$ cat config.mk
export PLATFORM = sky130hd
export DESIGN_NAME = typed_running_min_max_core
export DESIGN_NICKNAME = d
export VERILOG_FILES = /design/src/hw/rtl/trmm_pkg.sv /design/src/hw/rtl/trmm_compare.sv /design/src/hw/rtl/typed_running_min_max_core.sv
export VERILOG_INCLUDE_DIRS = /design/src /design/src/hw/rtl
export SDC_FILE = /design/constraint.sdc
export NUM_CORES = 1
export LEC_CHECK = 0
export BUFFER_PORTS_ARGS = -buffer_cell sky130_fd_sc_hd__buf_4
export CAP_MARGIN = 40
export CORE_MARGIN = 1.5
export CORE_UTILIZATION = 60
export CTS_BUF_LIST = sky130_fd_sc_hd__clkbuf_8
export DETAILED_ROUTE_END_ITERATION = 12
export GPL_TIMING_DRIVEN = 1
export HOLD_SLACK_MARGIN = 0.06
export PLACE_DENSITY = 0.82
export SYNTH_ARGS = -nofsm -noshare
export SYNTH_HDL_FRONTEND = slang
export SYNTH_SLANG_ARGS = --single-unit
$ cat constraint.sdc
create_clock -name i_clk -period 7.3 [get_ports i_clk]
set_clock_uncertainty 0.15 [all_clocks]
set_input_delay 0.73 -clock i_clk [delete_from_list [all_inputs] [get_ports i_clk]]
set_output_delay 0.73 -clock i_clk [all_outputs]
set_load 0.02 [all_outputs]
$ cat src/hw/rtl/typed_running_min_max_core_assert.svh
`ifndef TYPED_RUNNING_MIN_MAX_CORE_ASSERT_SVH
`define TYPED_RUNNING_MIN_MAX_CORE_ASSERT_SVH
// Concurrent check helpers, sampled on the rising clock, off during reset
`define TRMM_ASSERT_IMPL(label, clk, rst_n, prop, msg) \
    label: assert property (@(posedge clk) disable iff (!rst_n) (prop)) else $error(msg);
`define TRMM_ASSERT_NEXT(label, clk, rst_n, ante, cons, msg) \
    label: assert property (@(posedge clk) disable iff (!rst_n) (ante) |=> (cons)) \
        else $error(msg);
`endif

$ cat src/hw/rtl/trmm_pkg.sv
package trmm_pkg;
    localparam int unsigned ValueBits = 64;
    localparam int unsigned CountBits = 16;
    localparam int unsigned TypeBits  = 4;
    localparam int unsigned CfgIdxBits = 1;
    localparam int unsigned CfgDataBits = 4;

    localparam logic [CfgIdxBits-1:0] CFG_VALUE_TYPE = 1'b0;
    localparam logic [CfgIdxBits-1:0] CFG_FIND_MIN   = 1'b1;

    localparam logic [TypeBits-1:0] TYPE_I8  = 4'd0;
    localparam logic [TypeBits-1:0] TYPE_I16 = 4'd1;
    localparam logic [TypeBits-1:0] TYPE_I32 = 4'd2;
    localparam logic [TypeBits-1:0] TYPE_I64 = 4'd3;
    localparam logic [TypeBits-1:0] TYPE_U8  = 4'd4;
    localparam logic [TypeBits-1:0] TYPE_U16 = 4'd5;
    localparam logic [TypeBits-1:0] TYPE_U32 = 4'd6;
    localparam logic [TypeBits-1:0] TYPE_U64 = 4'd7;
    localparam logic [TypeBits-1:0] TYPE_F32 = 4'd8;
    localparam logic [TypeBits-1:0] TYPE_F64 = 4'd9;

    typedef logic [ValueBits-1:0] t_value;

    // Mask of the bits a type occupies
    function automatic t_value type_mask(input logic [TypeBits-1:0] t);
        t_value m;
        unique case (t)
            TYPE_I8, TYPE_U8:             m = 64'h0000_0000_0000_00FF;
            TYPE_I16, TYPE_U16:           m = 64'h0000_0000_0000_FFFF;
            TYPE_I32, TYPE_U32, TYPE_F32: m = 64'h0000_0000_FFFF_FFFF;
            default:                      m = '1;
        endcase
        return m;
    endfunction
endpackage

$ cat src/hw/rtl/trmm_compare.sv
module trmm_compare (
    input  logic [trmm_pkg::TypeBits-1:0] i_type,
    input  trmm_pkg::t_value              i_a,
    input  trmm_pkg::t_value              i_b,
    output logic                          o_lt,
    output logic                          o_gt
);
    import trmm_pkg::*;

    logic        sgn;
    logic [63:0] xa;
    logic [63:0] xb;
    logic        flt;
    logic        dbl;
    logic        a_nan;
    logic        b_nan;
    logic        a_neg;
    logic        b_neg;
    logic        both_zero;
    logic [62:0] ma;
    logic [62:0] mb;
    logic        mag_lt;
    logic        mag_gt;

    always_comb begin
        sgn = (i_type == TYPE_I8) || (i_type == TYPE_I16) ||
              (i_type == TYPE_I32) || (i_type == TYPE_I64);
        flt = (i_type == TYPE_F32);
        dbl = (i_type == TYPE_F64);
        // Sign-extend narrow integers, flip the sign for signed order
        unique case (i_type)
            TYPE_I8:  begin xa = {{56{i_a[7]}},  i_a[7:0]};  xb = {{56{i_b[7]}},  i_b[7:0]};  end
            TYPE_I16: begin xa = {{48{i_a[15]}}, i_a[15:0]}; xb = {{48{i_b[15]}}, i_b[15:0]}; end
            TYPE_I32: begin xa = {{32{i_a[31]}}, i_a[31:0]}; xb = {{32{i_b[31]}}, i_b[31:0]}; end
            default:  begin xa = i_a & type_mask(i_type);    xb = i_b & type_mask(i_type);    end
        endcase
        if (sgn) begin
            xa[63] = ~xa[63];
            xb[63] = ~xb[63];
        end
        // Float fields: sign and magnitude
        if (flt) begin
            a_neg = i_a[31];
            b_neg = i_b[31];
            ma = {32'd0, i_a[30:0]};
            mb = {32'd0, i_b[30:0]};
            a_nan = (i_a[30:23] == 8'hFF) && (i_a[22:0] != '0);
            b_nan = (i_b[30:23] == 8'hFF) && (i_b[22:0] != '0);
        end else begin
            a_neg = i_a[63];
            b_neg = i_b[63];
            ma = i_a[62:0];
            mb = i_b[62:0];
            a_nan = (i_a[62:52] == 11'h7FF) && (i_a[51:0] != '0);
            b_nan = (i_b[62:52] == 11'h7FF) && (i_b[51:0] != '0);
        end
        mag_lt = ma < mb;
        mag_gt = ma > mb;
        both_zero = (ma == '0) && (mb == '0);
        if (flt || dbl) begin
            if (a_nan || b_nan || both_zero) begin
                o_lt = 1'b0;
                o_gt = 1'b0;
            end else begin
                priority if (a_neg && !b_neg) begin
                    o_lt = 1'b1; o_gt = 1'b0;
                end else if (!a_neg && b_neg) begin
                    o_lt = 1'b0; o_gt = 1'b1;
                end else if (a_neg) begin
                    o_lt = mag_gt; o_gt = mag_lt;
                end else begin
                    o_lt = mag_lt; o_gt = mag_gt;
                end
            end
        end else begin
            o_lt = xa < xb;
            o_gt = xa > xb;
        end
    end
endmodule

$ cat src/hw/rtl/typed_running_min_max_core.sv
// Running min/max aggregate over typed column values. One beat is accepted
// every cycle while no result waits unaccepted: the registered input beat
// is compared against the extreme register and the group state updated, and a
// result register holds the group result (sent on the beat with tlast) while the
// next group already streams in. The result becomes valid once the tlast beat
// has passed the input stage and the result register; while a result waits
// unaccepted, s_axis_tready is low and the whole pipeline holds.
// Configuration is written through i_cfg_we/i_cfg_idx/i_cfg_data while idle.
module typed_running_min_max_core #(
    parameter int unsigned ROW_INDEX_BITS = 16
) (
    input  logic                               i_clk,
    input  logic                               i_rst_n,
    input  logic                               i_cfg_we,
    input  logic [trmm_pkg::CfgIdxBits-1:0]    i_cfg_idx,
    input  logic [trmm_pkg::CfgDataBits-1:0]   i_cfg_data,
    input  logic                               s_axis_tvalid,
    output logic                               s_axis_tready,
    // value_bits[63:0], is_null[64], row_index[80:65], pad
    input  logic [87:0]                        s_axis_tdata,
    // command
    input  logic                               s_axis_tuser,
    input  logic                               s_axis_tlast,
    output logic                               m_axis_tvalid,
    input  logic                               m_axis_tready,
    // extreme_value[63:0], extreme_row[79:64], has_value[80], value_count[96:81], pad
    output logic [103:0]                       m_axis_tdata
);
    import trmm_pkg::*;

    // row_index is a 16-bit field, so at most 16 bits are kept
    localparam int unsigned RowBits = (ROW_INDEX_BITS < 16) ? ROW_INDEX_BITS : 16;

    logic [TypeBits-1:0]       r_type;
    logic                      r_min;
    // input stage
    logic                      r_iv;
    t_value                    r_ibits;
    logic                      r_inull;
    logic [RowBits-1:0]        r_irow;
    logic                      r_ilast;
    // group state
    t_value                    r_ext, n_ext;
    logic [RowBits-1:0]        r_pos, n_pos;
    logic                      r_seen, n_seen;
    logic [CountBits-1:0]      r_cnt, n_cnt;
    // result stage
    logic                      r_ov;
    logic [103:0]              r_odata;
    logic                      lt;
    logic                      gt;
    logic                      adv;
    t_value                    bits;

    assign adv = !r_ov || m_axis_tready;
    assign s_axis_tready = adv;
    assign m_axis_tvalid = r_ov;
    assign m_axis_tdata = r_odata;
    assign bits = r_ibits & type_mask(r_type);

    trmm_compare u_cmp (
        .i_type (r_type),
        .i_a    (bits),
        .i_b    (r_ext),
        .o_lt   (lt),
        .o_gt   (gt)
    );

    // Fold the registered beat into the group state
    always_comb begin
        n_ext  = r_ext;
        n_pos  = r_pos;
        n_seen = r_seen;
        n_cnt  = r_cnt;
        if (r_iv && !r_inull) begin
            if (!r_seen || (r_min ? lt : gt)) begin
                n_ext = bits;
                n_pos = r_irow;
            end
            n_seen = 1'b1;
            if (r_cnt != '1) n_cnt = r_cnt + 1'b1;
        end
    end

    // Config writes
    always_ff @(posedge i_clk) begin
        if (!i_rst_n) begin
            r_type <= TYPE_I64;
            r_min  <= 1'b0;
        end else if (i_cfg_we) begin
            unique case (i_cfg_idx)
                CFG_VALUE_TYPE: r_type <= i_cfg_data;
                CFG_FIND_MIN:   r_min  <= i_cfg_data[0];
                default: ;
            endcase
        end
    end

    // Advance input stage, group state and result stage together
    always_ff @(posedge i_clk) begin
        if (!i_rst_n) begin
            r_iv   <= 1'b0;
            r_ov   <= 1'b0;
            r_ext  <= '0;
            r_pos  <= '0;
            r_seen <= 1'b0;
            r_cnt  <= '0;
        end else if (adv) begin
            r_iv <= s_axis_tvalid;
            r_ov <= r_iv && r_ilast;
            if (r_iv && r_ilast) begin
                r_ext  <= '0;
                r_pos  <= '0;
                r_seen <= 1'b0;
                r_cnt  <= '0;
            end else begin
                r_ext  <= n_ext;
                r_pos  <= n_pos;
                r_seen <= n_seen;
                r_cnt  <= n_cnt;
            end
        end
    end

    // Payload registers
    always_ff @(posedge i_clk) begin
        if (adv) begin
            r_ibits <= s_axis_tdata[63:0];
            r_inull <= s_axis_tdata[64];
            r_irow  <= s_axis_tdata[65 +: RowBits];
            r_ilast <= s_axis_tlast;
            r_odata <= {7'd0, n_cnt, n_seen, 16'(n_pos), n_ext};
        end
    end

    // command needs no distinct path: a summary folds in like a row
    logic unused_cmd;
    assign unused_cmd = s_axis_tuser;

`include "typed_running_min_max_core_assert.svh"
    `TRMM_ASSERT_NEXT(a_clear_after_last, i_clk, i_rst_n, adv && r_iv && r_ilast,
        !r_seen && r_cnt == '0, "group state not cleared after last beat")
    `TRMM_ASSERT_IMPL(a_seen_count, i_clk, i_rst_n, r_seen == (r_cnt != '0),
        "seen flag disagrees with count")
    `TRMM_ASSERT_NEXT(a_hold_out, i_clk, i_rst_n, r_ov && !m_axis_tready,
        r_ov && $stable(r_odata), "result dropped under stall")
endmodule

==> flow_metrics.py <==
metrics = {
    "sta": {
        "hold_ws_ps": 172,
        "tns_ps": 0,
        "slew_viol_final": 0,
        "rsz0062_at_grt": "false",
        "fin_crit_ps": 6030,
        "fin_crit_sh_pct": 82.6,
        "tightest_slew_ps": 921,
        "fmax_mhz": 166,
        "finalHoldViolations": 0,
        "setup_violations": 0,
        "slew_headroom_pct": 38.5,
    },
    "synthesis": {
        "ys_warn_count": 0,
        "synth-edff-count": 179,
        "async_reset_ff_share_pct": 0,
        "syn_area_sq_mm": 0.0161,
        "synthFlopType": "edfxtp_1",
        "avgSynthCellArea_sq_um": 9.33,
        "synth_cells": 1731,
        "ys_ff_latch": 283,
        "synth.distinct_cells": 59,
        "ys_seq_area_share_pct": 46.2,
    },
    "floorplan": {
        "core_area_sq_mm": 0.0262,
        "die_area_sq_mm": 0.0279,
        "die_w_um": 167,
        "start_util_pct": 61.6,
        "die_y_um": 167,
        "io_pins": 206,
        "row_count": 59,
    },
    "detailed_routing": {
        "route.vias.total": 14118,
        "drt-initial-drc-count": 1351,
        "drc": 0,
        "firstDrtPassIters": 6,
        "viasPerCell": 6.27,
        "totalWireLength_um": 42100,
        "wl_per_cell_um": 18.7,
        "detail-route-antenna-nets": 0,
    },
    "hold_path": {
        "hold_class": "input pin to flop",
    },
    "global_route": {
        "first_global_vias": 13660,
        "antenna_found_initial": 0,
        "grt_pass1_wl_um": 68000,
        "grt_overflow_total": 0,
        "grt_max_degree": 165,
        "grtUsageTotal_pct": 29.9,
    },
    "setup_path": {
        "critPathKind": "flop to flop",
        "path_buf_inv": 3,
        "end_kind": "flop",
        "crit_path_max_fanout": 41,
        "crit_chain": "nor3_1, nor2_4, buf_4, nand2_1, inv_1, ha_1, and4_1, nand4bb_1, nand4b_1, a211oi_1, o22ai_1, a21o_1, a211oi_1, o41ai_2, nor2_4, buf_4, mux2_2",
        "slowest_stage": "dfxtp_1",
        "arrival_ps": 6200,
        "crit_family": "simple AND/OR/NAND/NOR gates",
        "crit_path_max_incr_delay_ps": 680,
        "required_ps": 7470,
        "startpoint_type": "flop",
    },
    "clock_tree": {
        "cts_sinks": 283,
        "clk_pin_slew_worst_paths_ps": 60,
        "cts_setup_buffers": 0,
        "h-tree-depth": 2,
        "cts_made_buffers": 48,
        "clkLatencyLatePin_ps": 580,
        "clockBufferDepth": 3,
        "cts_root_buf": "clkbuf_8",
        "cts_resized": 0,
        "ctsHoldBuffers": 0,
        "cts_tree": "built",
    },
    "final_layout": {
        "final_util_pct": 71.6,
        "stdcell_area_sq_mm": 0.0188,
        "stdcell_count": 2250,
        "drive_above_1_share_pct": 18.4,
        "antenna_cells": 0,
        "fin_nets": 2096,
        "areaGrowthSynthToFinish_pct": 16.2,
    },
    "pwr": {
        "ir_drop_mv": 0.192,
        "leakagePower_nw": 7.91,
        "powerDensity_mw_per_mm2": 218,
    },
    "placement": {
        "gp_congestion": 0.922,
        "place_area_sq_mm": 0.0177,
        "portBuffers": 190,
        "hpwl_um": 28200,
        "placed_cells": 2162,
    },
    "run_status": {
        "outcome": "finished clean",
    },
    "run": {
        "cap_violations": 0,
    },
}
-- flip-flops by register name (all words and copies together) (netlist names) --
register and flops:
r_min 1, r_ibits 64, m_axis_tvalid 1, r_irow 16, r_ext 64, r_ilast 1
r_inull 1, m_axis_tdata 97, r_pos 16, r_iv 1, r_type 4, r_cnt 16
r_seen 1
-- layout by cell type (no fill, tap or decap), types with 3 or more instances in the layout --
| cell type | instances |
|---|---|
| a211oi_1 | 12 |
| a21o_1 | 18 |
| a21oi_1 | 101 |
| a221oi_1 | 8 |
| a22oi_1 | 14 |
| a31oi_1 | 82 |
| and3_1 | 5 |
| and4_1 | 6 |
| buf_12 | 4 |
| buf_4 | 209 |
| bufinv_16 | 5 |
| clkbuf_8 | 53 |
| clkinv_1 | 7 |
| clkinv_2 | 5 |
| conb_1 | 7 |
| dfxtp_1 | 104 |
| edfxtp_1 | 179 |
| ha_1 | 119 |
| inv_1 | 105 |
| mux2_2 | 59 |
| mux2i_1 | 29 |
| nand2_1 | 357 |
| nand3_1 | 113 |
| nand4_1 | 28 |
| nor2_1 | 49 |
| nor2b_1 | 7 |
| nor3_1 | 16 |
| nor3b_1 | 3 |
| nor4_1 | 30 |
| o21a_1 | 4 |
| o21ai_0 | 31 |
| o31ai_1 | 4 |
| or3_1 | 27 |
| or4_1 | 61 |
| xnor2_1 | 7 |
| xor2_1 | 6 |
-- worst reg2reg max path: cells and delay by family, from the launching register on --
family	cells	cell delay [ps]
and+or+nand+nor	7	1930
AOI/OAI and AO/OA	5	1300
buffers and inverters	3	1110
DFF	1	680
muxes	1	440
adders and majority gates	1	180
-- where the power goes --
group	total [mW]	internal, mW	switching [mW]
Sequential	1.86	1.79	0.0646
Combinational	0.728	0.297	0.431
Clock	1.51	0.848	0.658
-- cells in the mapped netlist (5+ instances only) --
cell type | n | area [sq um]
buf_1 | 15 | 56.3
o21ai_0 | 31 | 155
nor2b_1 | 7 | 43.8
edfxtp_1 | 179 | 5380
xor2_1 | 6 | 52.6
and3_1 | 5 | 31.3
ha_1 | 119 | 1490
nand2_1 | 358 | 1340
and4_1 | 6 | 52.6
nor2_1 | 50 | 188
a211oi_1 | 12 | 90.1
a21o_1 | 18 | 135
a221oi_1 | 8 | 70.1
clkbuf_1 | 76 | 285
a21oi_1 | 102 | 510
nor4_1 | 30 | 188
nand4_1 | 28 | 175
or3_1 | 27 | 169
xnor2_1 | 7 | 61.3
buf_2 | 20 | 100
inv_1 | 92 | 345
a31oi_1 | 82 | 513
buf_6 | 6 | 67.6
or4_1 | 61 | 458
dfxtp_1 | 104 | 2080
nand3_1 | 113 | 566
buf_4 | 7 | 52.6
mux2i_1 | 29 | 290
mux2_2 | 59 | 664
a22oi_1 | 14 | 105
nor3_1 | 16 | 80.1
-- metrics by stage --
stage	total power [mW]	setup WS, ps
floorplan	2.35	1200
global placement	2.57	1560
detailed placement	2.60	1500
CTS	4.10	1420
global route	4.26	1010
finish	4.09	1270
-- cells by family after synthesis --
group	share of synthesized area, %
muxes	5.91
AOI/OAI and AO/OA	11.2
xor gates and xnor gates	0.705
buffers and inverters	5.62
adders and majority gates	9.22
other	0.0232
and+or+nand+nor	21.2
DFF	46.2
-- cell type report --
class,instances,area (sq um)
clock buffers,53,729
inverters,92,350
fillers,1947,7450
well taps,335,419
multi-input cells,1238,7840
repair buffers,214,1680
clock inverters,35,285
flip-flops and latches,283,7460
-- path summary, 6_finish.rpt --
path              cells after the start        startpoint               end  slack, ps
setup / recovery                     17         r_type[0]  m_axis_tdata[32]       1270
hold / removal                        1  s_axis_tdata[52]       r_ibits[52]        170
setup reg to reg                     17         r_type[0]  m_axis_tdata[32]       1270
hold reg to reg                       2          r_pos[9]          r_pos[9]        350
-- layer usage --
metal  vias up  wire length (um)  GRT usage, %
met5         -                 0             0
met4         0              1540          13.6
met3       117              4180          6.32
met2       757             19200          47.2
met1      6635             17200          39.8
li1       6609                 -             -
Power figures use the tool's default switching activity.
